==> src/pds_pkg.sv <==
package pds_pkg;

    localparam int QUEUE_DEPTH_DEF = 16;
    localparam int MAX_FIRE        = 16;
    localparam int FIRE_W          = $clog2(MAX_FIRE);

    localparam int TIME_W   = 40;
    localparam int PERIOD_W = 32;
    localparam int ID_W     = 8;
    localparam int KIND_W   = 3;

    localparam logic [TIME_W-1:0] TIME_MAX = {TIME_W{1'b1}};

    localparam logic [1:0] FUNC_TICK   = 2'd0;
    localparam logic [1:0] FUNC_ADD    = 2'd1;
    localparam logic [1:0] FUNC_CANCEL = 2'd2;
    localparam logic [1:0] FUNC_CLOSE  = 2'd3;

    localparam logic [KIND_W-1:0] RES_FIRED      = 3'd0;
    localparam logic [KIND_W-1:0] RES_ADDED      = 3'd1;
    localparam logic [KIND_W-1:0] RES_FULL       = 3'd2;
    localparam logic [KIND_W-1:0] RES_CLOSED     = 3'd3;
    localparam logic [KIND_W-1:0] RES_CANCELLED  = 3'd4;
    localparam logic [KIND_W-1:0] RES_NOT_FOUND  = 3'd5;

    typedef struct packed {
        logic                is_tick;
        logic                is_add;
        logic                is_cancel;
        logic                is_close;
        logic [ID_W-1:0]     task_id;
        logic [PERIOD_W-1:0] start_delay;
        logic [PERIOD_W-1:0] period;
    } t_cmd;

    typedef struct packed {
        logic [6:0] count;
        logic       busy;
    } t_status;

endpackage

==> src/pds_front.sv <==
module pds_front (
    input  logic                          i_clk,
    input  logic                          i_rst_n,
    input  logic                          i_in_valid,
    output logic                          o_in_stall,
    input  logic [1:0]                    i_func,
    input  logic [pds_pkg::ID_W-1:0]      i_task_id,
    input  logic [pds_pkg::PERIOD_W-1:0]  i_start_delay,
    input  logic [pds_pkg::PERIOD_W-1:0]  i_period,
    output logic                          o_cmd_valid,
    output pds_pkg::t_cmd                 o_cmd,
    input  logic                          i_cmd_pop
);

    pds_pkg::t_cmd r_buf [2];
    logic          r_wp;
    logic          r_rp;
    logic [1:0]    r_cnt;
    pds_pkg::t_cmd w_cls;
    logic          w_push;
    logic          w_pop;

    always_comb begin
        w_cls             = '0;
        w_cls.task_id     = i_task_id;
        w_cls.start_delay = i_start_delay;
        w_cls.period      = i_period;
        unique case (i_func)
            pds_pkg::FUNC_TICK:   w_cls.is_tick   = 1'b1;
            pds_pkg::FUNC_ADD:    w_cls.is_add    = 1'b1;
            pds_pkg::FUNC_CANCEL: w_cls.is_cancel = 1'b1;
            default:              w_cls.is_close  = 1'b1;
        endcase
    end

    assign o_in_stall  = (r_cnt == 2'd2);
    assign o_cmd_valid = (r_cnt != 2'd0);
    assign o_cmd       = r_buf[r_rp];
    assign w_push      = i_in_valid && !o_in_stall;
    assign w_pop       = i_cmd_pop && o_cmd_valid;

    always_ff @(posedge i_clk) begin
        if (!i_rst_n) begin
            r_wp  <= 1'b0;
            r_rp  <= 1'b0;
            r_cnt <= 2'd0;
        end else begin
            if (w_push) r_wp <= ~r_wp;
            if (w_pop)  r_rp <= ~r_rp;
            r_cnt <= r_cnt + {1'b0, w_push} - {1'b0, w_pop};
        end
    end

    always_ff @(posedge i_clk) begin
        if (w_push) r_buf[r_wp] <= w_cls;
    end

endmodule

==> config.mk <==
export PLATFORM = sky130hd
export DESIGN_NAME = pds_front
export DESIGN_NICKNAME = d
export VERILOG_FILES = /design/src/pds_pkg.sv /design/src/pds_front.sv
export SDC_FILE = /design/constraint.sdc
export NUM_CORES = 1
export LEC_CHECK = 0
export ABC_AREA = 1
export BUFFER_PORTS_ARGS = -buffer_cell sky130_fd_sc_hd__buf_2
export CELL_PAD_IN_SITES_DETAIL_PLACEMENT = 1
export CELL_PAD_IN_SITES_GLOBAL_PLACEMENT = 1
export CORE_UTILIZATION = 47
export DETAILED_ROUTE_END_ITERATION = 12
export GPL_TIMING_DRIVEN = 1
export PLACE_DENSITY = 0.93
export SYNTH_ARGS = -nofsm -noshare
export SYNTH_HDL_FRONTEND = slang
export SYNTH_SLANG_ARGS = --single-unit
export TNS_END_PERCENT = 50
==> constraint.sdc <==
create_clock -name i_clk -period 14.8 [get_ports i_clk]
set_input_delay 3.7 -clock i_clk [delete_from_list [all_inputs] [get_ports i_clk]]
set_output_delay 3.7 -clock i_clk [all_outputs]
set_load 0.02 [all_outputs]
==> flow_summary.ini <==
[detailed_routing]
drc = 0
drt-initial-drc-count = 132
via_per_inst = 4.80
via_count = 3022
ant_nets = 0
wl_per_cell_um = 18.1
first_pass_iters = 4
routed_wl_mm = 11.4

[cells_and_area]
nNetsFinal = 530
mostFrequentLayoutCell = buf_2
design_area_um2 = 7450
final_cell_mix = buf_2 (155), edfxtp_1 (152), mux2_4 (40)
num_antenna_cells = 0
drive_gt1_share_pct = 56.4
area_delta_synth_final_pct = 26.0

[placement]
pre_cts_ws_ps = 9120
hpwl_mm = 7.81
place_congestion = 0.683
dpl_cell_area_um2 = 6870
portBuffers = 155

[sta]
tightestPinTransition_ps = 862
layout_min_cycle_time_ps = 6070
rsz0062_at_grt = no
layout_setup_ws_ps = 8730
hold_viol_final = 0
finalSetupViolCount = 0
fin_worst_skew_ps = 6.75
slew_headroom_pct = 42.5
max_freq_mhz = 165
post-route-period-util_pct = 41.0
setup_tns_ps = 0
fin_hold_ws_ps = 514
final_max_slew_viol_count = 0

[critical_path]
required_ps = 11100
crit_fanout = 45
rr_worst_depth = 5
r2r-start = r_cnt[0]
crit_arrival_ps = 2370
r2r_slack_ps = 12570
end_kind = output pin
worstSetupStartpointType = flip-flop
reg2reg_to = r_buf[0][53]
worstSetupPathType = reg -> out

[yosys]
syn_area_um2 = 5910
yosysSeqAreaShare_pct = 78.9
synth.distinct_cells = 13
synth_seq_cells = 157
synthCells = 281
syn_nets = 361
synth-warning-count = 0
avgSynthCellArea_um2 = 21.0

[hold_path]
hold_path.class = reg -> reg
min-delay-start = r_rp
hold_depth = 2

[global_route]
antenna_found_initial = 0
grt_pass1_vias = 3375
grt_overflow = 0
grt_pass1_wl_mm = 17.0
track_usage_pct = 18.3
grt_start_max_net_pins = 63

[clock_tree]
ctsHoldBuffers = 0
clkSinkCount = 157
clkTransAtPathRegs_ps = 60
cts.htree.levels = 4
ctsResizeCount = 0
clk_latency_ps = 410
tritoncts = done
postCtsSetupBuffers = 0
cts_root_buf = clkbuf_16
clk_path_buf_depth = 2
cts_buffers = 17

[status]
status = finished clean

[power]
power_density_nw_per_um2 = 185
peakVddDrop_v = 0.000121
leakagePower_uw = 0.00292
p_total_uw = 1380

[floorplan]
rows = 40
start_util_pct = 48.8
io_pins = 156
fp.coreArea_um2 = 12100
fp.dieH_um = 114
die_x_um = 114
die_area_um2 = 13000

[flow_run]
maxCapViolCount = 0
where the power goes:
part | leakage (uW) | switching, uW | internal (uW)
Clock | 0.000280 | 156 | 277
Combinational | 0.00118 | 202 | 145
Sequential | 0.00146 | 28.7 | 566
Total | 0.00292 | 387 | 988
registers in the layout, indices dropped and copies added (netlist names), named ones only:
| register | flops |
|---|---|
| r_wp | 1 |
| r_rp | 1 |
| r_cnt | 2 |
| r_buf | 152 |
how the worst max path moves through the flow:
stage,from,to,slack [ps],depth (start not counted)
6_report,flip-flop,o_cmd[3],8730,3
5_1_grt,flip-flop,o_cmd[2],8590,3
4_1_cts,flip-flop,o_cmd[3],8660,3
3_5_place_dp,flip-flop,o_cmd[3],9120,3
3_3_place_gp,flip-flop,o_cmd[3],9150,3
2_1_floorplan,i_in_valid,r_buf[0][0],7350,2
cell families after synthesis:
group	after synthesis	synth area share (%)
flip-flops	157	78.9
AO/OA/AOI/OAI	2	0.169
multiplexers	76	17.0
adder cells (fa/ha/maj)	2	0.423
AND/OR/NAND/NOR	24	1.59
buffers and inverters	20	1.90
metrics by stage:
step | instances | util [%]
after detailed placement | 599 | 56.7
after global placement | 599 | 56.7
after CTS | 629 | 61.5
after global routing | 629 | 61.5
after floorplan | 281 | -
final | 629 | 61.5
Yosys cell counts:
master	n	share of area, %
buf_4	1	0.13
mux2_4	40	10
mux2_2	36	6.9
a21oi_1	2	0.17
edfxtp_1	152	77
buf_2	3	0.25
buf_6	4	0.76
inv_1	12	0.76
ha_1	2	0.42
dfxtp_1	5	1.7
nor2_1	11	0.70
nand3_1	3	0.25
nand2_1	10	0.63
final cells by class:
class	count	area [um^2]
Tap cell	168	210
Clock inverter	10	148
Multi-Input combinational cell	104	1140
Timing Repair Buffer	158	798
Clock buffer	20	437
Fill cell	1112	4660
Inverter	12	46.3
Sequential cell	157	4670
worst max-delay path: stages, from the launching register on:
cell and delay, ps:
dfxtp_4 630, buf_4 720, mux2_2 420, buf_2 160
metal layers:
| metal | up-vias | GRT usage (%) | part of all wire (%) |
|---|---|---|---|
| met4 | 0 | 8.74 | 1.6 |
| met3 | 15 | 5.66 | 5.9 |
| met1 | 1488 | 18.4 | 37 |
| met5 | - | 0 | 0 |
| met2 | 105 | 34.0 | 56 |
| li1 | 1414 | - | - |
No activity file was read; power rests on OpenSTA's default activity.
